`src/design/qbp_pkg.sv`:
```
// ----------------------------------------------------------------------------
// qbp_pkg: shared types and constants for quadtree box placement
// Item layouts, register indexes, quadrant codes and edge arithmetic helpers.
// ----------------------------------------------------------------------------
package qbp_pkg;

  localparam int EDGE_W    = 24;
  localparam int COORD_W   = 32;
  localparam int FRAC_W    = 8;
  localparam int OUT_LVL_W = 4;
  localparam int LVL_W     = 5;   // holds depths up to 31
  localparam int PATH_W    = 16;
  localparam int QUAD_W    = 2;
  localparam int PATH_SLOTS = PATH_W / QUAD_W;
  localparam int CFG_IDX_W = 3;

  typedef logic signed [EDGE_W-1:0]  edge_t;
  typedef logic signed [COORD_W-1:0] coord_t;

  // Register indexes of the configuration port
  localparam logic [CFG_IDX_W-1:0] REG_ROOT_X_LOW  = 3'd0;
  localparam logic [CFG_IDX_W-1:0] REG_ROOT_X_HIGH = 3'd1;
  localparam logic [CFG_IDX_W-1:0] REG_ROOT_Y_LOW  = 3'd2;
  localparam logic [CFG_IDX_W-1:0] REG_ROOT_Y_HIGH = 3'd3;
  localparam logic [CFG_IDX_W-1:0] REG_MAX_LEVEL   = 3'd4;

  localparam edge_t ROOT_LOW_RST  = -24'sd2000;
  localparam edge_t ROOT_HIGH_RST = 24'sd2000;

  // Quadrant codes in test order
  localparam logic [QUAD_W-1:0] QUAD_LX_LY = 2'd0;
  localparam logic [QUAD_W-1:0] QUAD_HX_LY = 2'd1;
  localparam logic [QUAD_W-1:0] QUAD_LX_HY = 2'd2;
  localparam logic [QUAD_W-1:0] QUAD_HX_HY = 2'd3;

  typedef struct packed {
    logic   has_box;
    coord_t box_x_low;
    coord_t box_x_high;
    coord_t box_y_low;
    coord_t box_y_high;
  } box_item_t;

  typedef struct packed {
    logic [OUT_LVL_W-1:0] placed_level;
    logic [PATH_W-1:0]    quadrant_path;
  } place_item_t;

  typedef struct packed {
    logic [CFG_IDX_W-1:0] index;
    logic [EDGE_W-1:0]    data;
  } cfg_item_t;

  typedef struct packed {
    edge_t                root_x_low;
    edge_t                root_x_high;
    edge_t                root_y_low;
    edge_t                root_y_high;
    logic [OUT_LVL_W-1:0] lvl_limit;
  } cfg_regs_t;

  // Descent state carried from cell to cell
  typedef struct packed {
    logic              active;
    logic [LVL_W-1:0]  level;
    logic [PATH_W-1:0] path;
    edge_t             nx0;
    edge_t             nx1;
    edge_t             ny0;
    edge_t             ny1;
    coord_t            bx0;
    coord_t            bx1;
    coord_t            by0;
    coord_t            by1;
  } node_t;

  // Half the edge sum, truncated toward zero
  function automatic edge_t midpoint(edge_t a, edge_t b);
    logic [EDGE_W:0] s;
    s = {a[EDGE_W-1], a} + {b[EDGE_W-1], b};
    if (s[EDGE_W] && s[0]) begin
      s = s + 1'b1;
    end
    return edge_t'(s[EDGE_W:1]);
  endfunction

  // Integer edge to box fixed point
  function automatic coord_t scale(edge_t e);
    return coord_t'({e, {FRAC_W{1'b0}}});
  endfunction

endpackage

```
`src/design/qbp_cell.sv`:
```
// ----------------------------------------------------------------------------
// qbp_cell: one descent step of the placement chain
// Splits the current node, picks the first quadrant holding the box, and
// hands the refined node to the next cell.
// ----------------------------------------------------------------------------
module qbp_cell (
  input  logic                        clk_i,
  input  logic                        rst_ni,
  input  logic                        adv_i,
  input  logic [qbp_pkg::LVL_W-1:0]   limit_i,
  input  logic                        valid_i,
  input  qbp_pkg::node_t              node_i,
  output logic                        valid_o,
  output qbp_pkg::node_t              node_o
);

  qbp_pkg::edge_t  mx, my;
  qbp_pkg::coord_t s_nx0, s_nx1, s_ny0, s_ny1, s_mx, s_my;
  logic            xl_in, xl_mid, xh_mid, xh_in;
  logic            yl_in, yl_mid, yh_mid, yh_in;
  logic            q0, q1, q2, q3;
  logic            step;
  logic [qbp_pkg::QUAD_W-1:0] quad;
  qbp_pkg::node_t  node_d, node_q;
  logic            valid_q;

  // Split the node and scale edges to box units
  always_comb begin
    mx    = qbp_pkg::midpoint(node_i.nx0, node_i.nx1);
    my    = qbp_pkg::midpoint(node_i.ny0, node_i.ny1);
    s_nx0 = qbp_pkg::scale(node_i.nx0);
    s_nx1 = qbp_pkg::scale(node_i.nx1);
    s_ny0 = qbp_pkg::scale(node_i.ny0);
    s_ny1 = qbp_pkg::scale(node_i.ny1);
    s_mx  = qbp_pkg::scale(mx);
    s_my  = qbp_pkg::scale(my);
  end

  // Edge tests shared by the four quadrants
  always_comb begin
    xl_in  = node_i.bx0 >= s_nx0;
    xl_mid = node_i.bx0 >= s_mx;
    xh_mid = node_i.bx1 <= s_mx;
    xh_in  = node_i.bx1 <= s_nx1;
    yl_in  = node_i.by0 >= s_ny0;
    yl_mid = node_i.by0 >= s_my;
    yh_mid = node_i.by1 <= s_my;
    yh_in  = node_i.by1 <= s_ny1;
    q0 = xl_in  && xh_mid && yl_in  && yh_mid;
    q1 = xl_mid && xh_in  && yl_in  && yh_mid;
    q2 = xl_in  && xh_mid && yl_mid && yh_in;
    q3 = xl_mid && xh_in  && yl_mid && yh_in;
  end

  // Enter the first containing quadrant or stop descending
  always_comb begin
    node_d = node_i;
    quad   = qbp_pkg::QUAD_LX_LY;
    step   = node_i.active && (node_i.level < limit_i) && (q0 || q1 || q2 || q3);
    if (q0) begin
      quad = qbp_pkg::QUAD_LX_LY;
    end else if (q1) begin
      quad = qbp_pkg::QUAD_HX_LY;
    end else if (q2) begin
      quad = qbp_pkg::QUAD_LX_HY;
    end else begin
      quad = qbp_pkg::QUAD_HX_HY;
    end
    if (step) begin
      case (quad)
        qbp_pkg::QUAD_LX_LY: begin
          node_d.nx1 = mx;
          node_d.ny1 = my;
        end
        qbp_pkg::QUAD_HX_LY: begin
          node_d.nx0 = mx;
          node_d.ny1 = my;
        end
        qbp_pkg::QUAD_LX_HY: begin
          node_d.nx1 = mx;
          node_d.ny0 = my;
        end
        default: begin
          node_d.nx0 = mx;
          node_d.ny0 = my;
        end
      endcase
      // Levels past the path width are dropped
      for (int k = 0; k < qbp_pkg::PATH_SLOTS; k++) begin
        if (node_i.level == qbp_pkg::LVL_W'(k)) begin
          node_d.path[k*qbp_pkg::QUAD_W +: qbp_pkg::QUAD_W] = quad;
        end
      end
      node_d.level = node_i.level + 1'b1;
    end else begin
      node_d.active = 1'b0;
    end
  end

  // Valid bit of the cell
  always_ff @(posedge clk_i or negedge rst_ni) begin
    if (!rst_ni) begin
      valid_q <= 1'b0;
    end else if (adv_i) begin
      valid_q <= valid_i;
    end
  end

  // Node payload of the cell
  always_ff @(posedge clk_i) begin
    if (adv_i) begin
      node_q <= node_d;
    end
  end

  assign valid_o = valid_q;
  assign node_o  = node_q;

endmodule

```
`config.mk`:
```
export PLATFORM = sky130hd
export DESIGN_NAME = qbp_cell
export DESIGN_NICKNAME = d
export VERILOG_FILES = /design/src/design/qbp_pkg.sv /design/src/design/qbp_cell.sv
export SDC_FILE = /design/constraint.sdc
export NUM_CORES = 1
export LEC_CHECK = 0
export BUFFER_PORTS_ARGS = -buffer_cell sky130_fd_sc_hd__buf_2
export CORE_AREA = 2 2 197 199
export CTS_CLUSTER_DIAMETER = 200
export DETAILED_ROUTE_END_ITERATION = 8
export DIE_AREA = 0 0 199 201
export PLACE_DENSITY_LB_ADDON = 0.1
export SLEW_MARGIN = 20
export SYNTH_ARGS = -nofsm -noshare
export SYNTH_HDL_FRONTEND = slang
export SYNTH_SLANG_ARGS = --single-unit
```
`constraint.sdc`:
```
create_clock -name clk_i -period 1.3 [get_ports clk_i]
set_clock_uncertainty 0.2 [all_clocks]
set_input_delay 0 -clock clk_i [delete_from_list [all_inputs] [get_ports clk_i]]
set_output_delay 0 -clock clk_i [all_outputs]
set_load 0.05 [all_outputs]
```
==> After elaboration in Yosys (flattened, before gate mapping) <==
Index checks and enable logic that the tools add are counted.
{ "word_totals": {"reg_bits": 247, "in_bits": 255, "out_inout_bits": 247, "wordCells": 74} }
{ "op_classes": {"n_addsub": 5, "order_cmp": 9, "n_eq_ne": 9, "mux": 18, "n_reduce_logical": 21} }
{ "ops": {"columns": ["operator", "count"], "rows": [
  ["32-bit greater-or-equal comparator", 4],
  ["32-bit <= comparator", 4],
  ["117-bit two-way mux", 1],
  ["24-bit two-way mux", 4],
  ["24-bit by 24-bit adder with 25-bit output", 2],
  ["25-bit by 1-bit adder with 25-bit output (second input constant)", 2],
  ["25-bit two-way mux", 2],
  ["5-bit by 3-bit == test with 1-bit output (second input constant)", 4],
  ["2-bit two-way mux", 10],
  ["1-bit logical AND", 14],
  ["5-bit by 2-bit == test with 1-bit output (second input constant)", 2],
  ["5-bit by 1-bit adder with 5-bit output (second input constant)", 1],
  ["5-bit by 1-bit == test with 1-bit output (second input constant)", 1],
  ["5-bit zero test", 1],
  ["5-bit < comparator", 1],
  ["2-bit OR reduction", 2],
  ["1-bit logical OR", 3],
  ["2-bit by 1-bit == test with 1-bit output (second input constant)", 1],
  ["2-bit == test (second input constant)", 1],
  ["2-bit zero test", 1],
  ["1-bit two-way mux", 1]
]} }

==> Logic depth before layout (Yosys ltp) <==
Gate-level depths: netlist of run 1.
{ "logic_depth": {"word_depth": 14, "mapped_depth": 31, "mapped_depth_nobuf": 29} }

==> Least setup slack after synthesis of run 1 <==
No wires, ideal clock.
{ "synth_path": {"path_kind": "input to register", "startpoint": "input port node_i[128] in the netlist's numbering", "endpoint": "register node_q, in the netlist node_o[227], data pin", "setup_ns": 0.262, "arrival_ns": 6.195, "required_ns": 0.838, "slack_ns": -5.357, "cell_stages": 28, "path_buffers": 1, "path_cell_list": "ha_1 > fa_1 > a21o_1 > a21oi_1 > o21bai_1 > a21oi_1 > mux2i_1 > nor4b_1 > a31oi_1 > or4b_2 > nor4_1 > nor2b_1 > nand4_1 > xnor2_1 > inv_1 > ha_1 > a21o_1 > a21o_1 > a21o_1 > a21o_1 > a31oi_1 > o211a_1 > nor4bb_1 > a211oi_1 > o21ai_1 > clkbuf_1 > nor3_1 > mux2_1"} }
{ "synth_lines": {"columns": ["item", "line_no", "text"], "rows": [
  ["start: declaration", "qbp_cell.sv:12", "input qbp_pkg::node_t node_i,"],
  ["end signal: assignment", "qbp_cell.sv:112", "node_q <= node_d;"],
  ["end: declaration", "qbp_cell.sv:24", "qbp_pkg::node_t node_d, node_q;"]
]} }

==> metrics list, run 1 <==
* Top cells by area in the synthesized netlist: edfxtp_1, ha_1, mux2i_1, inv_1, a21o_1
* Post-detailed-placement half-perimeter wirelength: 54500 um
- Post-synth top flop: edfxtp_1
- Total count of hold-check failures in the final report: 6
- In this run the biggest area consumer among cell types represents between 40% and 50% of the synthesized area.
- Sequential-to-total area share from yosys stat: a little over two fifths
- The first global-routing pass estimated ~120000 um of wire.
* Initial core utilization: 46.1%
- All-layer global routing usage: around two fifths
- Static timing analysis puts the maximum clock frequency at ~0.17 GHz.
- Fin. max-slew vios: 0
- Setup repair after global routing could not meet its margin everywhere.
- From bottom edge to top edge, the die measures ~200 um.
- In this run the number of H-tree levels came out at 1.
- Data arrival at the endpoint of the critical path: approximately 6.2 ns
- In this run the power density over the cells is approximately 1100 nW/um^2.
- Clock slew at the register clock pins of the worst setup and hold paths: 0.07 ns
- Hold crit path type: in2reg
- The number of nets in the synthesized netlist is 2090.
* Startpoint type of the worst setup path: input pin
- Slew of the pin with the lowest slew margin: ~0.64 ns
* Post-DR vias/cell: 5.49
- The die is 199 um wide.
* Result of the run: finished with violations
- Detailed-route wire length: 81300 um
- The completed layout was analyzed and its total power is 34.3 mW.
- Buffer depth of the longest clock path: 3
- Die footprint: 40000 um^2
- Counting flops with a built-in enable in the synthesized netlist gives 246.
* Post-detailed-route wirelength per cell: 22.7 um
- The worst setup path is captured at a register.
* Fraction of synthesis flops using an asynchronous set or reset pin: 0.405%
- Post-synthesis area per instance: ~11 um^2
* Number of clock sinks: 247
* Maximum ir drop on the vdd rail: ~0.0011 V
* Final non-filler cell total: ~3600
* Violations in the final reports: negative hold slack, negative setup slack
* CORE AREA: between 30000 and 40000 um^2
- Compared with the post-synthesis result, the final layout area differs by 82.6%.
* Fraction of final layout cells with drive strength greater than 1: 43.9%
- The initial antenna violation count was 8.
- For this run the aggregate overflow at the end of global routing stands at 0.
* Worst Path Max Fanout: 5
* Slowest cell on the critical path: or4b_4
* Post-route fraction of the period consumed by the critical path: 462%
- Grouping stages by cell kind, the critical path spends the most delay in compound AO/OA/AOI/OAI gates.
- Minimum clock period: between 6 and 7 ns
- Across the run, the number of max-cap violations was 0.
* Largest area contributor in the netlist: edfxtp_1
* Data required time of the worst path: 1.52 ns
- For the worst-skew pair, the clock arrives at the later sink with an insertion delay of 0.59 ns.
* Number of ports placed on the die boundary: approximately 500
* Clk Tree Root Cell: clkbuf_16
- TritonCTS built the clock tree.
- Entering global routing, the biggest net connects ~40 pins.
* Total CTS buffers: 28
- Synthesis-stage register bit count: 247
- Number of global-route vias before repair: roughly 21000
- Syn. warnings: 0
* Iteration-0 DRC Markers: 1339
- Total number of nets in the final design: 3528
- Synth cell types: 83
- Routability-driven placement finished with a final weighted congestion of 0.965.
- Placed cell count: ~3200
- The final route contains ~20000 vias.
- On the final layout, the worst hold slack is -0.0490 ns.
- Setup violations remaining at the end of the flow were counted as between 300 and 400.
* Longest individual stage delay on the worst path: ~0.5 ns
* Post-route setup slack: -4.71 ns
* Total leakage power: approximately 16 nW
- Counting both buffers and inverters, the worst setup path holds a total of 5.
- The floorplan has about 70 rows.
- Final Core Density: approximately 84%
- The worst pin sits at a relative slew slack of 56.7%.
- The mapped netlist covers between 15000 and 20000 um^2.
* Worst setup path category: in2reg
- In the routed design, unresolved DRC markers number 0.
- First drt pass iteration count: 5
* Number of buffer cells added on primary ports: around 500
- Number of antenna-violating nets in the routed design: 0
- Cell count after synthesis: 1585
cell usage after synthesis, types with 31 or more instances:
master / instances
mux2i_1: 80
inv_1: 169
nand2_1: 69
a21oi_1: 78
nor2_1: 52
edfxtp_1: 246
xnor2_1: 50
ha_1: 248
nand4_1: 44
a21o_1: 72
xor2_1: 31
o21ai_0: 50
nand3_1: 37
layout by cell type, fill, tap and decap left out, types with 35 or more instances in the layout:
cell | netlist | final
buf_4 | 5 | 584
o21ai_0 | 50 | 47
nand2_1 | 69 | 66
a21o_1 | 72 | 72
dlygate4sd3_1 | 0 | 296
xnor2_1 | 50 | 42
buf_6 | 5 | 270
nand4_1 | 44 | 44
ha_1 | 248 | 239
nand3_1 | 37 | 35
buf_2 | 2 | 251
edfxtp_1 | 246 | 246
mux2i_1 | 80 | 64
nor2_1 | 52 | 44
inv_1 | 169 | 165
a21oi_1 | 78 | 66
repair_timing:
| action | CTS | global route |
|---|---|---|
| pin swaps | 17 | 28 |
| resized for setup | 586 | 81 |
| hold buffers | 295 | 1 |
| setup buffers | 24 | 15 |
| setup endpoints to repair | 365 | 365 |
| endpoints found under the hold margin | 493 | 4 |
| gates cloned | 3 | 0 |
registers in the layout (all words and copies together) (netlist names):
register / cells
valid_o: 1
node_o: 246
cells by family (layout without fill, tap and decap cells):
kind of cell	Yosys count	after routing	share of synthesized area, %
flip-flops	247	247	42.2
AND/OR/NAND/NOR	379	379	11.9
AO/OA/AOI/OAI	323	323	12.4
other	0	11	0
multiplexers	116	116	6.97
adder cells (fa/ha/maj)	251	251	18.0
buffers and inverters	187	1645	4.33
XOR/XNOR	82	82	4.17
through the flow:
stage	area (um^2)	setup slack [ns]	hold slack (ns)	TNS, ns
floorplan	17900	-4.69	-0.496	-521.94
global placement	25500	-5.48	-0.426	-628.02
detailed placement	25500	-5.46	-0.423	-628.18
CTS	31500	-4.66	-0.270	-538.99
global route	32100	-4.89	-0.0193	-573.48
finish	32100	-4.71	-0.0490	-547.92
cell type report:
| type | count | area (um^2) |
|---|---|---|
| well taps | 518 | 648 |
| flip-flops and latches | 247 | 7410 |
| inverters | 169 | 637 |
| fillers | 2071 | 6040 |
| clock inverters | 15 | 148 |
| multi-input cells | 1151 | 10300 |
| repair buffers | 1426 | 12100 |
| clock buffers | 35 | 748 |
| diodes | 11 | 27.5 |
worst paths after layout:
kind / start / to / slack [ns] / cells past startpoint
worst min-delay path: node_i[242] / node_o[236]$_DFFE_PP_ / -0.05 / 5
worst max-delay path: node_i[128] / node_o[238]$_DFFE_PP_ / -4.71 / 29
worst max register to register: valid_o$_DFFE_PN0P_ / valid_o$_DFFE_PN0P_ / 0.31 / 1
min in group asynchronous: rst_ni / valid_o$_DFFE_PN0P_ / 0.08 / 3
worst min register to register: valid_o$_DFFE_PN0P_ / valid_o$_DFFE_PN0P_ / 0.38 / 1
max in group asynchronous: rst_ni / valid_o$_DFFE_PN0P_ / 0.70 / 3
power by group:
part           internal, mW  total, mW  leakage [nW]  switching [mW]
sequential             9.60       10.0          2.42           0.412
clock                  4.64       8.21         0.436            3.58
combinational          7.44       16.1          12.7            8.63
routing by layer:
| layer | routed length, um | track usage, % |
|---|---|---|
| met2 | 41300 | 71.9 |
| met5 | 0 | 0 |
| met4 | 5920 | 24.9 |
| met1 | 29000 | 42.6 |
| met3 | 5040 | 6.28 |
Note: power is estimated with default switching activity, not from simulation.
==> run 2, diff against run 1 <==
BUFFER_PORTS_ARGS = -buffer_cell sky130_fd_sc_hd__buf_4   (was -buffer_cell sky130_fd_sc_hd__buf_2)
HOLD_SLACK_MARGIN = 0.1   (was default)
==> run 2 against run 1 <==
- worst setup slack got worse by 0.30 ns
- hold slack improved by 0.13 ns
- global-route usage rose by 1.6 points
- highest routed layer unchanged
- power is 4.6% higher
- non-clock buffer count is 72 higher
- critical path depth grew 3
- combinational power grew 7%
- core utilization up 4.6 points
- the run ends with negative setup slack left
- critical endpoint is now node_o[163]$_DFFE_PP_
- largest power group unchanged
- cell count grew 1.9%
- via count grew 7.2%
- clock power up 3.4%
- final area grew 5.4%
==> metrics list, run 2 (same netlist as run 1, synthesis figures left out) <==
- Result of the run: finished with violations
* Violations in the final reports: negative setup slack
* TritonCTS clock tree: built
* Worst hold slack after final layout: 0.0771 ns (+0.126 ns)
* Global placement routability congestion: 1.02 (+5.5%)
* Clk Tree Root Cell: clkbuf_16
* Total power: 35.9 mW (+4.6%)
- The number of H-tree branching levels is 1 (unchanged).
- The clock edge transition at the registers on the reported setup and hold paths was 0.06 ns (about the same).
- The count of nets after finishing is 3600 (+2.0%).
* Detailed-route wire length: 91500 um (+13%)
* Final non-filler cell total: 3640 (+1.9%)
- Total CTS buffers: 28 (unchanged)
- Max-cap viol count: 0 (unchanged)
* Pin count of the biggest net entering global routing: 24 (-41%)
- The minimum setup slack in the final design is -5.01 ns (-0.303 ns).
* Longest individual stage delay on the worst path: 0.59 ns (+0.08 ns)
* Data required time of the worst path: 1.49 ns (-0.03 ns)
- All-layer global routing usage: 41.2% (+1.6 points)
- The number of DRC violations after detailed routing is 0 (unchanged).
* Fin. max-slew vios: 0 (unchanged)
- The maximum fanout along the worst path is 8 (+3).
* Die Wd: 199 um (unchanged)
* Total vias in the final route: 21036 (+7.2%)
- Initial core utilization: 46.1% (unchanged)
- The summed area of non-filler cells in the final layout came to 33800 um^2 (+5.4%).
- Number of clock sinks: 247 (unchanged)
* Worst setup path start: node_i[128]
- Startpoint type of the worst setup path: input pin
* Grt total ovfl: 0 (unchanged)
* Cell mode on critical path: a21oi_2
* Placed cell count: 3168 (-0.22%)
* Total leakage power: 16.2 nW (+3.9%)
- Largest register FFs: 246 (unchanged)
* Die extent in y: 201 um (unchanged)
* FILL cells: 1704 (-18%)
- In the layout the commonest cells are buf_4, dlygate4sd3_1, buf_6.
- Maximum ir drop on the vdd rail: 0.00111 V (+3.5%)
* Post-route fraction of the period consumed by the critical path: 485% (+23 points)
* HP Start: node_i[233]
- For this design, the slowest cell found on the critical path is or4b_4.
- Unrepaired setup endpoints after global routing: yes
* Setup violation total in the final timing report: 367 (+0.55%)
* Power Density: 1060 nW/um^2 (-0.77%)
- The standard cell core area came to 38100 um^2 (unchanged).
- STA classifies the critical path endpoint as a register.
- The count of final hold-check violations is 0 (-6).
- Worst slew margin relative to its limit: 52.6% (-4.1 points)
- Hold crit path type: in2reg
- Post-Place Cell Area: 26700 um^2 (+4.9%)
- The share of layout cells above drive strength 1 is 44.4% (+0.49 points).
- By startpoint and endpoint, the worst setup path is classified as in2reg.
- Placement Rows: 72 (unchanged)
- Post-detailed-placement half-perimeter wirelength: 55300 um (+1.5%)
- The slew at the pin with the worst max-slew slack is 0.705 ns (+0.0608 ns).
* Post-detailed-route wirelength per cell: 25.1 um (+10%)
- Final Core Density: 88.7% (+4.6 points)
* Number of global-route vias before repair: 21925 (+3.1%)
* Number of antenna-violating nets in the routed design: 0 (unchanged)
- The maximum operating frequency came to 0.158 GHz (-4.8%).
- Minimum clock period: 6.31 ns (+0.303 ns)
- The floorplan die area is 40000 um^2 (unchanged).
* Buffer depth of the longest clock path: 3 (unchanged)
- The vias per cell is 5.78 (+5.2%).
* Number of antenna violations at the first check in global routing: 7 (-1)
* Syn-to-layout area delta: 92.5%
- Commonest non-fill, non-tap cell in the layout: buf_4
- Data arrival at the endpoint of the critical path: 6.50 ns (+0.27 ns)
* First drt pass iteration count: 7 (+2)
- The number of placed I/O pins came to 502 (unchanged).
* Wire length of the first global-routing pass: 125000 um (+4.0%)
- The worst register-to-register path begins at valid_o$_DFFE_PN0P_.
* Number of buffer cells added on primary ports: 501 (unchanged)
- Clock latency at the later pin of the worst-skew pair: 0.58 ns (about the same)
* Iteration-0 DRC Markers: 1622 (+21%)
[run 2: what timing repair did]
item | 4_1_cts | 5_1_grt
gates resized for setup | 319 | 145
setup endpoints to repair | 365 | 370
setup buffers | 18 | 25
hold buffers | 371 | 3
pin swaps | 23 | 75
endpoints found under the hold margin | 493 | 3
gates cloned | 3 | 1
[run 2: stage by stage]
stage,TNS (ns),setup WS [ns]
CTS,-535.95,-4.61
finish,-573.56,-5.01
detailed placement,-633.98,-5.52
global placement,-634.31,-5.54
floorplan,-521.94,-4.69
global route,-593.75,-5.07
[run 2: report_power, final]
part / internal [mW] / switching [mW]
combinational: 8.09 / 9.25
clock: 4.83 / 3.67
sequential: 9.60 / 0.448
total: 22.5 / 13.4
[run 2: routing by layer]
layer | vias up | GRT usage (%) | share of wire, %
met2 | 1398 | 74.4 | 49
met1 | 10110 | 43.3 | 33
met5 | - | 0 | 0
li1 | 8984 | - | -
met4 | 0 | 28.5 | 9.5
met3 | 544 | 7.01 | 8.0
[run 2: worst paths after layout]
check | to | slack (ns) | depth (start not counted)
max | node_o[163]$_DFFE_PP_ | -5.01 | 32
max reg2reg | valid_o$_DFFE_PN0P_ | 0.08 | 3
min | node_o[233]$_DFFE_PP_ | 0.08 | 3
max in group asynchronous | valid_o$_DFFE_PN0P_ | 0.21 | 4
min in group asynchronous | valid_o$_DFFE_PN0P_ | 0.59 | 4
min reg2reg | valid_o$_DFFE_PN0P_ | 0.54 | 3
[run 2: layout make-up]
| cell class | instances | area [um^2] | area share, % |
|---|---|---|---|
| clock inverter | 12 | 140 | 0.415 |
| sequential | 247 | 7410 | 21.9 |
| multi-input combinational | 1151 | 10600 | 31.4 |
| inverter | 169 | 637 | 1.88 |
| tap | 518 | 648 | 1.92 |
| timing repair buffer | 1498 | 13500 | 40.0 |
| antenna | 7 | 17.5 | 0.0518 |
| clock buffer | 38 | 790 | 2.34 |
[run 2: critical path: cells and delay by family]
| family | cells | cell delay, ns |
|---|---|---|
| AOI/OAI and AO/OA | 11 | 2.17 |
| xor gates and xnor gates | 1 | 0.23 |
| and+or+nand+nor | 7 | 1.75 |
| adders and majority gates | 3 | 0.74 |
| muxes | 3 | 0.61 |
| buffers and inverters | 7 | 0.97 |
