[config.mk]
export PLATFORM = sky130hd
export DESIGN_NAME = qbp_cfg_regs_flat
export DESIGN_NICKNAME = d
export VERILOG_FILES = /design/src/design/qbp_pkg.sv /design/src/design/qbp_if.sv /design/src/design/qbp_cfg_regs.sv /design/src/flat_wrapper.sv
export SDC_FILE = /design/constraint.sdc
export NUM_CORES = 1
export LEC_CHECK = 0
export ABC_AREA = 1
export BUFFER_PORTS_ARGS = -buffer_cell sky130_fd_sc_hd__buf_2
export CAP_MARGIN = 20
export CORE_MARGIN = 4
export CORE_UTILIZATION = 50
export CTS_CLUSTER_DIAMETER = 100
export CTS_CLUSTER_SIZE = 40
export DETAILED_ROUTE_END_ITERATION = 10
export PLACE_DENSITY_LB_ADDON = 0.12
export SYNTH_ARGS = -nofsm -noshare
export SYNTH_HDL_FRONTEND = slang
export SYNTH_SLANG_ARGS = --single-unit
export TNS_END_PERCENT = 5
[constraint.sdc]
create_clock -name clk_i -period 0.9 [get_ports clk_i]
set_clock_uncertainty 0.05 [all_clocks]
set_input_delay 0.135 -clock clk_i [delete_from_list [all_inputs] [get_ports clk_i]]
set_output_delay 0.135 -clock clk_i [all_outputs]
set_load 0.02 [all_outputs]
[src/design/qbp_pkg.sv]
// ----------------------------------------------------------------------------
// qbp_pkg: shared types and constants for quadtree box placement
// Item layouts, register indexes, quadrant codes and edge arithmetic helpers.
// ----------------------------------------------------------------------------
package qbp_pkg;

  localparam int EDGE_W    = 24;
  localparam int COORD_W   = 32;
  localparam int FRAC_W    = 8;
  localparam int OUT_LVL_W = 4;
  localparam int LVL_W     = 5;   // holds depths up to 31
  localparam int PATH_W    = 16;
  localparam int QUAD_W    = 2;
  localparam int PATH_SLOTS = PATH_W / QUAD_W;
  localparam int CFG_IDX_W = 3;

  typedef logic signed [EDGE_W-1:0]  edge_t;
  typedef logic signed [COORD_W-1:0] coord_t;

  // Register indexes of the configuration port
  localparam logic [CFG_IDX_W-1:0] REG_ROOT_X_LOW  = 3'd0;
  localparam logic [CFG_IDX_W-1:0] REG_ROOT_X_HIGH = 3'd1;
  localparam logic [CFG_IDX_W-1:0] REG_ROOT_Y_LOW  = 3'd2;
  localparam logic [CFG_IDX_W-1:0] REG_ROOT_Y_HIGH = 3'd3;
  localparam logic [CFG_IDX_W-1:0] REG_MAX_LEVEL   = 3'd4;

  localparam edge_t ROOT_LOW_RST  = -24'sd2000;
  localparam edge_t ROOT_HIGH_RST = 24'sd2000;

  // Quadrant codes in test order
  localparam logic [QUAD_W-1:0] QUAD_LX_LY = 2'd0;
  localparam logic [QUAD_W-1:0] QUAD_HX_LY = 2'd1;
  localparam logic [QUAD_W-1:0] QUAD_LX_HY = 2'd2;
  localparam logic [QUAD_W-1:0] QUAD_HX_HY = 2'd3;

  typedef struct packed {
    logic   has_box;
    coord_t box_x_low;
    coord_t box_x_high;
    coord_t box_y_low;
    coord_t box_y_high;
  } box_item_t;

  typedef struct packed {
    logic [OUT_LVL_W-1:0] placed_level;
    logic [PATH_W-1:0]    quadrant_path;
  } place_item_t;

  typedef struct packed {
    logic [CFG_IDX_W-1:0] index;
    logic [EDGE_W-1:0]    data;
  } cfg_item_t;

  typedef struct packed {
    edge_t                root_x_low;
    edge_t                root_x_high;
    edge_t                root_y_low;
    edge_t                root_y_high;
    logic [OUT_LVL_W-1:0] lvl_limit;
  } cfg_regs_t;

  // Descent state carried from cell to cell
  typedef struct packed {
    logic              active;
    logic [LVL_W-1:0]  level;
    logic [PATH_W-1:0] path;
    edge_t             nx0;
    edge_t             nx1;
    edge_t             ny0;
    edge_t             ny1;
    coord_t            bx0;
    coord_t            bx1;
    coord_t            by0;
    coord_t            by1;
  } node_t;

  // Half the edge sum, truncated toward zero
  function automatic edge_t midpoint(edge_t a, edge_t b);
    logic [EDGE_W:0] s;
    s = {a[EDGE_W-1], a} + {b[EDGE_W-1], b};
    if (s[EDGE_W] && s[0]) begin
      s = s + 1'b1;
    end
    return edge_t'(s[EDGE_W:1]);
  endfunction

  // Integer edge to box fixed point
  function automatic coord_t scale(edge_t e);
    return coord_t'({e, {FRAC_W{1'b0}}});
  endfunction

endpackage

[src/design/qbp_if.sv]


interface qbp_cfg_if;
  logic               valid;
  logic               ready;
  qbp_pkg::cfg_item_t payload;
  modport source (output valid, output payload, input ready);
  modport sink   (input valid, input payload, output ready);
endinterface

[src/design/qbp_cfg_regs.sv]
// ----------------------------------------------------------------------------
// qbp_cfg_regs: configuration registers
// Root square edges and depth limit, written through the register channel.
// ----------------------------------------------------------------------------
module qbp_cfg_regs (
  input  logic               clk_i,
  input  logic               rst_ni,
  qbp_cfg_if.sink            cfg_i,
  output qbp_pkg::cfg_regs_t regs_o
);

  qbp_pkg::cfg_regs_t regs_q;

  // Always take writes
  assign cfg_i.ready = 1'b1;

  // Decode and store writes; drop unknown indexes
  always_ff @(posedge clk_i or negedge rst_ni) begin
    if (!rst_ni) begin
      regs_q.root_x_low  <= qbp_pkg::ROOT_LOW_RST;
      regs_q.root_x_high <= qbp_pkg::ROOT_HIGH_RST;
      regs_q.root_y_low  <= qbp_pkg::ROOT_LOW_RST;
      regs_q.root_y_high <= qbp_pkg::ROOT_HIGH_RST;
      regs_q.lvl_limit   <= '0;
    end else if (cfg_i.valid) begin
      unique case (cfg_i.payload.index)
        qbp_pkg::REG_ROOT_X_LOW:  regs_q.root_x_low  <= cfg_i.payload.data;
        qbp_pkg::REG_ROOT_X_HIGH: regs_q.root_x_high <= cfg_i.payload.data;
        qbp_pkg::REG_ROOT_Y_LOW:  regs_q.root_y_low  <= cfg_i.payload.data;
        qbp_pkg::REG_ROOT_Y_HIGH: regs_q.root_y_high <= cfg_i.payload.data;
        qbp_pkg::REG_MAX_LEVEL: begin
          regs_q.lvl_limit <= cfg_i.payload.data[qbp_pkg::OUT_LVL_W-1:0];
        end
        default: ;
      endcase
    end
  end

  assign regs_o = regs_q;

endmodule

[src/flat_wrapper.sv]
// flat-port wrapper written by rule: the top's interface ports become plain ports
module qbp_cfg_regs_flat 
  (clk_i, rst_ni, regs_o, cfg_i_valid, cfg_i_payload, cfg_i_ready);
  qbp_cfg_if cfg_i_i ();
  input  logic clk_i;
  input  logic rst_ni;
  output qbp_pkg::cfg_regs_t regs_o;
  input wire logic [$bits(cfg_i_i.valid)-1:0] cfg_i_valid;
  input wire logic [$bits(cfg_i_i.payload)-1:0] cfg_i_payload;
  output wire logic [$bits(cfg_i_i.ready)-1:0] cfg_i_ready;
  assign cfg_i_i.valid = cfg_i_valid;
  assign cfg_i_i.payload = cfg_i_payload;
  assign cfg_i_ready = cfg_i_i.ready;
  qbp_cfg_regs u_core (.clk_i(clk_i), .rst_ni(rst_ni), .cfg_i(cfg_i_i), .regs_o(regs_o));
endmodule
After elaboration in Yosys (flattened, before gate mapping). Cells that the tools add are included.

Output and inout bits: 101. Logic and storage cells: 15. Bits in registers: 100. Input port bits: 30.

Reductions and logical operators: 6. Equality and inequality tests: 4.

Operator list (count): AND reduction 2 bit (5); == test 3 x 2 -> 1 bit (second input constant) (2); == test 3 x 1 -> 1 bit (second input constant) (1); == test 3 bit (second input constant) (1); zero test 3 bit (1).

Longest topological paths before layout. Gate-level depths: netlist of run 1.

Word-level depth: 2. Depth in mapped cells: 7. Mapped depth without buffers: 5.

Least setup slack after synthesis of run 1. Ideal clock, no wire load.

Path kind: input to register. Start: input port cfg_i_valid. End: register u_core.regs_q (netlist bit u_core.regs_o[55]). Path slack: -42 ps. Stages: 7. Arrival: 775 ps. Path through: inv_2 -> nor2_2 -> buf_4 -> nand2_2 -> buf_2 -> nand2_1 -> nand2_1.

Longest elaborated chain between the ends: 1.

RTL lines: start: declaration (line flat_wrapper.sv:8) `input wire logic [$bits(cfg_i_i.valid)-1:0] cfg_i_valid;`; AND reduction 2 bit (no source line); end: declaration (line qbp_cfg_regs.sv:12) `qbp_pkg::cfg_regs_t regs_q;`.

Every way passes these cells. A chain may end at the register's enable or synchronous reset.

Worst setup path in the final report of run 1.
Start: register u_core.regs_q (netlist bit u_core.regs_o[8]). End: output port regs_o[8] in the netlist's numbering.

RTL lines: end: declaration (line flat_wrapper.sv:7) `output qbp_pkg::cfg_regs_t regs_o;`.

No word-level cell between the ends.

==> impl_metrics.py, run 1 <==
metrics = {
    "pwr": {
        "powerDensity_nw_per_um2": 2270,
        "p_leak_nw": 3.07,
        "power.internal_mw": 8.56,
        "power_frac_seq": 0.477,
        "ir_drop_uv": 1070,
        "p_sw_frac": 0.338,
        "p_sw_mw": 4.38,
        "p_clk_frac": 0.221,
        "combPwrFrac": 0.302,
        "power_mw": 12.9,
    },
    "final_layout": {
        "largest_reg_flops": 100,
        "final_cell_mix": "nand2_1 (231), buf_2 (78), nand3_1 (76)",
        "multiInputGateArea_um2": 1300,
        "areaGrowthSynthToFinish_pct": 42.4,
        "regArea_um2": 2550,
        "diodes": 0,
        "drive_gt1_frac": 0.360,
        "final_nets": 639,
        "final_common_cell": "nand2_1",
        "final_cell_area_um2": 5710,
        "instances_no_fill": 716,
        "fillers": 592,
    },
    "outcome": {
        "status": "finished with violations",
        "violations": "setup timing",
    },
    "setup_path": {
        "crit_family": "flip-flops",
        "path_buf_inv": 1,
        "required_ns": 0.71,
        "path_class": "flip-flop to primary output",
        "cp_max_fo": 2,
        "max_stage_delay_ns": 0.57,
        "cp-end-kind": "primary output",
        "crit_slowest_cell": "dfstp_2",
        "cp-start-kind": "flip-flop",
        "crit_chain": "buf_6",
        "worst_ep_arrival_time_ns": 1.06,
    },
    "cts": {
        "cts-root-buf": "clkbuf_8",
        "cts_buffers": 9,
        "clockBufferDepth": 2,
        "clkTransAtPathRegs_ns": 0.11,
        "insertion_delay_ns": 0.36,
        "cts_tree": "built",
        "cts_htree_levels": 3,
        "clock-sinks": 100,
    },
    "placed_design": {
        "io_buffers": 129,
        "dp_cells": 676,
        "dpl_cell_area_um2": 4960,
        "dpl.hpwl_um": 7540,
        "place_congestion": 0.764,
    },
    "yosys": {
        "synth.distinct_cells": 15,
        "netlist_area_um2": 4010,
        "yosys_warnings": 0,
        "synth_cells": 446,
        "synth_nets": 476,
        "postSynthAreaPerCell_um2": 8.99,
        "ys_seq_elements": 100,
        "ys_seq_area_frac": 0.638,
    },
    "timing": {
        "hold_viol": 0,
        "period_needed_ns": 1.25,
        "fin_crit_sh": 1.39,
        "whs_ns": 0.0370,
        "setup_ws_ns": -0.347,
        "slew_violations": 0,
        "fmax_ghz": 0.802,
        "setup_tns_ns": -24.45,
        "grt_setup_unrepaired": "yes",
        "setup_violations": 100,
    },
    "routing": {
        "drt_iter0_markers": 111,
        "vias": 3582,
        "wire_per_inst_um": 15.5,
        "wl_um": 11100,
        "firstDrtPassIters": 5,
        "vias_per_cell": 5.00,
        "drcViolationCount": 0,
        "ant_nets": 0,
    },
    "floorplan": {
        "core_um2": 7770,
        "die_h_um": 97.5,
        "row_count": 32,
        "die_x_um": 97.5,
        "start_util": 0.516,
        "dieArea_um2": 9510,
        "ios": 131,
    },
    "run": {
        "cap_violations": 0,
    },
    "global_route": {
        "grt_pass1_wl_um": 18100,
        "grt.total_usage": 0.236,
        "grt-ovfl-total": 0,
        "grt_pass1_vias": 3598,
        "antenna_found_initial": 0,
        "grt_start_max_net_pins": 45,
    },
    "min_path": {
        "hold_class": "input port to flip-flop",
    },
}
## cells by family (layout without fill, tap and decap cells)
| group | count (synthesis) | count (layout) | synth area share |
|---|---|---|---|
| flip-flops | 100 | 100 | 0.638 |
| buffers and inverters | 32 | 200 | 0.0403 |
| AND/OR/NAND/NOR | 313 | 313 | 0.321 |
| other | 1 | 1 | 0.000936 |
## cell usage after synthesis
| cell | n | area [um^2] |
|---|---|---|
| inv_1 | 2 | 7.51 |
| clkbuf_1 | 1 | 3.75 |
| buf_1 | 2 | 7.51 |
| buf_2 | 18 | 90.1 |
| nand3_1 | 76 | 380 |
| inv_2 | 4 | 15.0 |
| conb_1 | 1 | 3.75 |
| buf_4 | 5 | 37.5 |
| nor2_1 | 1 | 3.75 |
| nand2_2 | 1 | 6.26 |
| nor2_4 | 1 | 11.3 |
| dfrtp_1 | 58 | 1450 |
| dfstp_2 | 42 | 1100 |
| nand2_1 | 231 | 867 |
| nor2_2 | 3 | 18.8 |
## power by group through the flow
| stage | Sequential (mW) | Clock, mW | Combinational (mW) |
|---|---|---|---|
| after floorplan | 7.19 | 0 | 0.820 |
| after global placement | 6.10 | 0 | 3.27 |
| after detailed placement | 6.13 | 0 | 3.34 |
| after CTS | 6.17 | 2.89 | 3.87 |
| after global routing | 6.28 | 3.04 | 4.21 |
| final | 6.17 | 2.85 | 3.91 |
## area by class of cell
cell class                 count  area share
tap                          102      0.0224
inverter                       6     0.00395
multi-input combinational    314       0.228
sequential                   100       0.448
clock buffer                  11      0.0230
clock inverter                 5      0.0107
timing repair buffer         178       0.265
## metal layers
metal | vias to the layer above | share of wire | track usage
met5 | - | 0 | 0
li1 | 1720 | - | -
met1 | 1722 | 0.42 | 0.312
met2 | 124 | 0.50 | 0.391
met4 | 0 | 0.018 | 0.0777
met3 | 16 | 0.064 | 0.0459
## through the flow
stage / util / worst slack, ns
after floorplan: - / 0.00796
after global placement: 0.639 / -0.243
after detailed placement: 0.639 / -0.239
after CTS: 0.731 / -0.341
after global routing: 0.735 / -0.362
final: 0.735 / -0.347
## final timing paths
| check | start | end | slack, ns | cells after the start |
|---|---|---|---|---|
| min in group asynchronous | rst_ni | u_core.regs_o[18] | 0.13 | 2 |
| max in group asynchronous | rst_ni | u_core.regs_o[45] | 0.18 | 3 |
| setup / recovery | u_core.regs_o[8] | regs_o[8] | -0.35 | 1 |
| hold reg to reg | u_core.regs_o[39] | u_core.regs_o[39] | 0.42 | 2 |
| setup reg to reg | u_core.regs_o[44] | u_core.regs_o[44] | 0.01 | 3 |
| hold / removal | cfg_i_payload[2] | u_core.regs_o[78] | 0.04 | 3 |
## worst register-to-register path: stages, from the launching register on
cell and delay, ns:
dfstp_2 0.56, buf_4 0.11, nand2_1 0.05, nand2_1 0.06
## timing repair
| action | CTS | global route |
|---|---|---|
| hold buffers | 23 | 0 |
| hold endpoints to repair | 127 | 0 |
| gates resized for setup | 90 | 10 |
| endpoints found under the setup margin | 100 | 101 |
| setup buffers | 1 | 0 |
| pin swaps | 0 | 0 |
(Power assumes the default switching activity.)
==> run 2: changes to the inputs <==
- SKIP_CTS_REPAIR_TIMING: default -> 1
==> run 2 against run 1 <==
The run ends with hold timing, setup timing left. Wire length shrank 1.0%. Combinational power is 1% lower. Cell area decreased by 1.1%. Final cell count decreased by 0.70%. Power decreased by 0.55%. Non-clock buffer count shrank 5. Global-route usage decreased by 1.4 points. Sequential share of layout area up 0.48 points. First-iteration DRC count is 4.5% lower. Register-to-register slack better by 0.08 ns. Critical endpoint is now regs_o[44].
==> impl_metrics.py, run 2 (synthesized netlist as in run 1, its figures left out) <==
metrics = {
    "timing": {
        "fin_crit_sh": 1.38,
        "hold_viol": 4,
        "whs_ns": -0.0148,
        "setup_ws_ns": -0.343,
        "period_needed_ns": 1.24,
        "setup_violations": 100,
        "slew_violations": 0,
        "grt_setup_unrepaired": "yes",
        "fmax_ghz": 0.804,
    },
    "pwr": {
        "p_leak_nw": 3.04,
        "ir_drop_uv": 1020,
        "power_mw": 12.9,
        "powerDensity_nw_per_um2": 2280,
    },
    "placed_design": {
        "place_congestion": 0.764,
        "io_buffers": 129,
        "dpl.hpwl_um": 7540,
        "dp_cells": 676,
        "place_ws_ns": -0.239,
    },
    "routing": {
        "vias": 3578,
        "wl_met1_um": 4550,
        "wl_um": 11000,
        "drt_iter0_markers": 106,
        "wire_per_inst_um": 15.4,
        "vias_per_cell": 5.03,
        "firstDrtPassIters": 4,
        "top_layer": "met4",
        "wl_met2_um": 5550,
        "met3_length_um": 709,
        "drcViolationCount": 0,
        "ant_nets": 0,
    },
    "final_layout": {
        "drive_gt1_frac": 0.361,
        "post-route-util": 0.727,
        "areaGrowthSynthToFinish_pct": 40.9,
        "final_common_cell": "nand2_1",
        "final_nets": 634,
        "final_cell_mix": "nand2_1 (231), buf_2 (80), nand3_1 (76)",
        "diodes": 0,
        "instances_no_fill": 711,
        "largest_reg_flops": 100,
    },
    "min_path": {
        "hold_class": "input port to flip-flop",
    },
    "setup_path": {
        "path_buf_inv": 1,
        "crit_chain": "buf_6",
        "required_ns": 0.71,
        "worst_ep_arrival_time_ns": 1.06,
        "path_class": "flip-flop to primary output",
        "cp-end-kind": "primary output",
        "crit_slowest_cell": "dfstp_2",
        "cp_max_fo": 2,
        "max_stage_delay_ns": 0.58,
        "cp-start-kind": "flip-flop",
        "crit_family": "flip-flops",
    },
    "run": {
        "cap_violations": 0,
    },
    "cts": {
        "cts-root-buf": "clkbuf_8",
        "cts_tree": "built",
        "cts_htree_levels": 3,
        "clkTransAtPathRegs_ns": 0.09,
        "clock-sinks": 100,
        "insertion_delay_ns": 0.36,
        "cts_buffers": 9,
        "clockBufferDepth": 2,
    },
    "floorplan": {
        "core_um2": 7770,
        "row_count": 32,
        "dieArea_um2": 9510,
        "die_x_um": 97.5,
        "ios": 131,
        "start_util": 0.516,
        "die_h_um": 97.5,
    },
    "global_route": {
        "grt.total_usage": 0.222,
        "grt_pass1_vias": 3438,
        "grt_pass1_wl_um": 17200,
        "grt-ovfl-total": 0,
        "grt_start_max_net_pins": 45,
        "antenna_found_initial": 0,
    },
    "outcome": {
        "violations": "hold timing, setup timing",
        "status": "finished with violations",
    },
}
run 2: changes by cell type in the layout (fill, tap and decap cells not counted):
cell,change
buf_4,-1
buf_6,-2
dlygate4sd3_1,-4
buf_2,+2
run 2: final timing paths:
path                                   start                 to  slack, ns  cells after the start
max in group asynchronous             rst_ni  u_core.regs_o[45]       0.17                      3
min                        cfg_i_payload[13]  u_core.regs_o[41]      -0.01                      3
max                        u_core.regs_o[44]         regs_o[44]      -0.34                      1
min in group asynchronous             rst_ni  u_core.regs_o[18]       0.13                      2
min reg2reg                u_core.regs_o[41]  u_core.regs_o[41]       0.42                      2
max reg2reg                u_core.regs_o[44]  u_core.regs_o[44]       0.09                      2
run 2: metal layers:
layer,vias up,global-route usage
li1,1711,-
met1,1731,0.298
met2,123,0.359
met3,13,0.0474
met4,0,0.0724
met5,-,0
run 2: report_power, final:
group | switching, mW | total (mW) | internal (mW) | leakage [nW]
Combinational | 2.24 | 3.86 | 1.62 | 1.78
Sequential | 0.571 | 6.17 | 5.60 | 1.17
Clock | 1.53 | 2.84 | 1.30 | 0.0941
run 2: per-stage QoR:
| stage | area (um^2) | hold WS, ns | TNS, ns |
|---|---|---|---|
| CTS | 5160 | -0.409 | -26.85 |
| global route | 5650 | 0.00203 | -27.38 |
| global placement | 4960 | -0.0157 | -14.95 |
| finish | 5650 | -0.0148 | -24.37 |
| detailed placement | 4960 | -0.0169 | -16.45 |
| floorplan | 4020 | -0.211 | 0 |
run 2: layout make-up:
| class | count | area, um^2 |
|---|---|---|
| flip-flops and latches | 100 | 2550 |
| fillers | 592 | 2120 |
| repair buffers | 173 | 1450 |
| multi-input cells | 314 | 1300 |
| clock buffers | 11 | 131 |
| well taps | 102 | 128 |
| clock inverters | 5 | 61.3 |
| inverters | 6 | 22.5 |
==> run 3: changes to the inputs <==
- CORE_UTILIZATION: 50 -> 45
- clock period: 0.9 -> 1.05 ns (I/O delays scaled with it)
==> run 3 against run 2 <==
The flow still finishes with violations (hold timing, setup timing). Register-to-register slack gained 0.10 ns. Worst setup slack gained 0.15 ns. Global-route usage shrank 1.2 points. Power shrank 11%. Core utilization shrank 6.8 points. Cell area grew 1.2%. Final cell count grew 0.84%. Via count shrank 2.4%. Critical path depth is the same. Non-clock buffer count is the same. First-iteration DRC count grew 23%. Largest cell class unchanged.
==> impl_metrics.py, run 3 (synthesized netlist as in run 1, its figures left out) <==
metrics = {
    "final_layout": {
        "post-route-util": 0.659,
        "final_common_cell": "nand2_1",
        "final_nets": 634,
        "final_cell_mix": "nand2_1 (231), nand3_1 (76), buf_2 (74)",
        "areaGrowthSynthToFinish_pct": 42.7,
        "drive_gt1_frac": 0.368,
        "largest_reg_flops": 100,
        "diodes": 0,
    },
    "pwr": {
        "ir_drop_uv": 978,
        "powerDensity_nw_per_um2": 2000,
        "power_mw": 11.4,
        "p_leak_nw": 3.07,
    },
    "timing": {
        "setup_ws_ns": -0.193,
        "grt_setup_unrepaired": "yes",
        "slew_violations": 0,
        "whs_ns": -0.00370,
        "period_needed_ns": 1.24,
        "fin_crit_sh": 1.18,
        "setup_tns_ns": -11.11,
        "setup_violations": 100,
        "fmax_ghz": 0.805,
        "hold_viol": 2,
    },
    "cts": {
        "clkTransAtPathRegs_ns": 0.10,
        "cts-root-buf": "clkbuf_8",
        "clockBufferDepth": 2,
        "cts_buffers": 9,
        "cts_tree": "built",
        "insertion_delay_ns": 0.35,
        "clock-sinks": 100,
        "cts_htree_levels": 3,
    },
    "floorplan": {
        "core_um2": 8680,
        "ios": 131,
        "row_count": 34,
        "dieArea_um2": 10500,
        "die_x_um": 102,
        "start_util": 0.462,
        "die_h_um": 102,
    },
    "setup_path": {
        "r2r-end": "u_core.regs_o[13]",
        "cp-start-kind": "flip-flop",
        "max_stage_delay_ns": 0.56,
        "r2r_slack_ns": 0.19,
        "crit_chain": "buf_6",
        "path_buf_inv": 1,
        "cp-end-kind": "primary output",
        "cp_max_fo": 2,
        "crit_family": "flip-flops",
        "worst_ep_arrival_time_ns": 1.04,
        "required_ns": 0.84,
        "path_class": "flip-flop to primary output",
        "crit_slowest_cell": "dfstp_2",
        "timing.rr.start": "u_core.regs_o[13]",
        "ff2ff_path_depth": 3,
        "startpoint": "u_core.regs_o[56]",
    },
    "routing": {
        "wl_um": 11000,
        "wire_per_inst_um": 15.3,
        "vias_per_cell": 4.87,
        "ant_nets": 0,
        "drt_iter0_markers": 130,
        "vias": 3492,
        "firstDrtPassIters": 4,
        "drcViolationCount": 0,
    },
    "global_route": {
        "antenna_found_initial": 0,
        "grt_pass1_vias": 3332,
        "grt-ovfl-total": 0,
        "grt_pass1_wl_um": 17000,
        "grt.total_usage": 0.210,
        "grt_start_max_net_pins": 44,
    },
    "placed_design": {
        "dpl.hpwl_um": 7410,
        "io_buffers": 129,
        "place_congestion": 0.796,
    },
    "min_path": {
        "hold_class": "input port to flip-flop",
        "min_path_cells": 3,
        "min-delay-start": "cfg_i_payload[14]",
        "holdPathEnd": "u_core.regs_o[18]",
    },
    "run": {
        "cap_violations": 0,
    },
    "outcome": {
        "violations": "hold timing, setup timing",
        "status": "finished with violations",
    },
}
run 3: cell types whose count changed in the layout (fill, tap and decap cells not counted), sizes merged:
cell,delta
clkinv,-1
buf,+2
inv,-1
dlygate4sd3,-2
bufinv,+1
clkinvlp,+1
run 3: how the worst max path moves through the flow:
stage	to	slack, ns	cells past startpoint
4_1_cts	regs_o[33]	-0.25	1
6_report	regs_o[56]	-0.19	1
5_1_grt	regs_o[93]	-0.24	1
3_3_place_gp	u_core.regs_o[79]	-0.10	6
2_1_floorplan	u_core.regs_o[55]	0.09	7
3_5_place_dp	u_core.regs_o[34]	-0.12	6
run 3: through the flow:
stage / setup WS, ns / cell area, um^2 / instances
floorplan: 0.0858 / 4010 / 446
global placement: -0.105 / 4940 / 680
detailed placement: -0.123 / 4940 / 680
CTS: -0.248 / 5180 / 696
global route: -0.239 / 5720 / 717
finish: -0.193 / 5720 / 717
run 3: routing by layer:
metal	GRT usage	vias to the layer above	routed length (um)	share of wire
met4	0.0706	0	122	0.011
met2	0.336	100	5430	0.50
met3	0.0375	10	552	0.050
met5	0	-	0	0
li1	-	1714	-	-
met1	0.290	1668	4860	0.44
run 3: power by group:
part           internal (mW)  total, mW  switching, mW
Clock                   1.48       2.79           1.31
Combinational           1.45       3.36           1.90
Sequential              4.80       5.30          0.506
run 3: final cells by class:
type                            instances  area, um^2
Inverter                                6        22.5
Multi-Input combinational cell        314        1300
Sequential cell                       100        2550
Timing Repair Buffer                  173        1470
Tap cell                              108         135
Fill cell                             729        2960
Clock buffer                           11         151
Clock inverter                          5        83.8
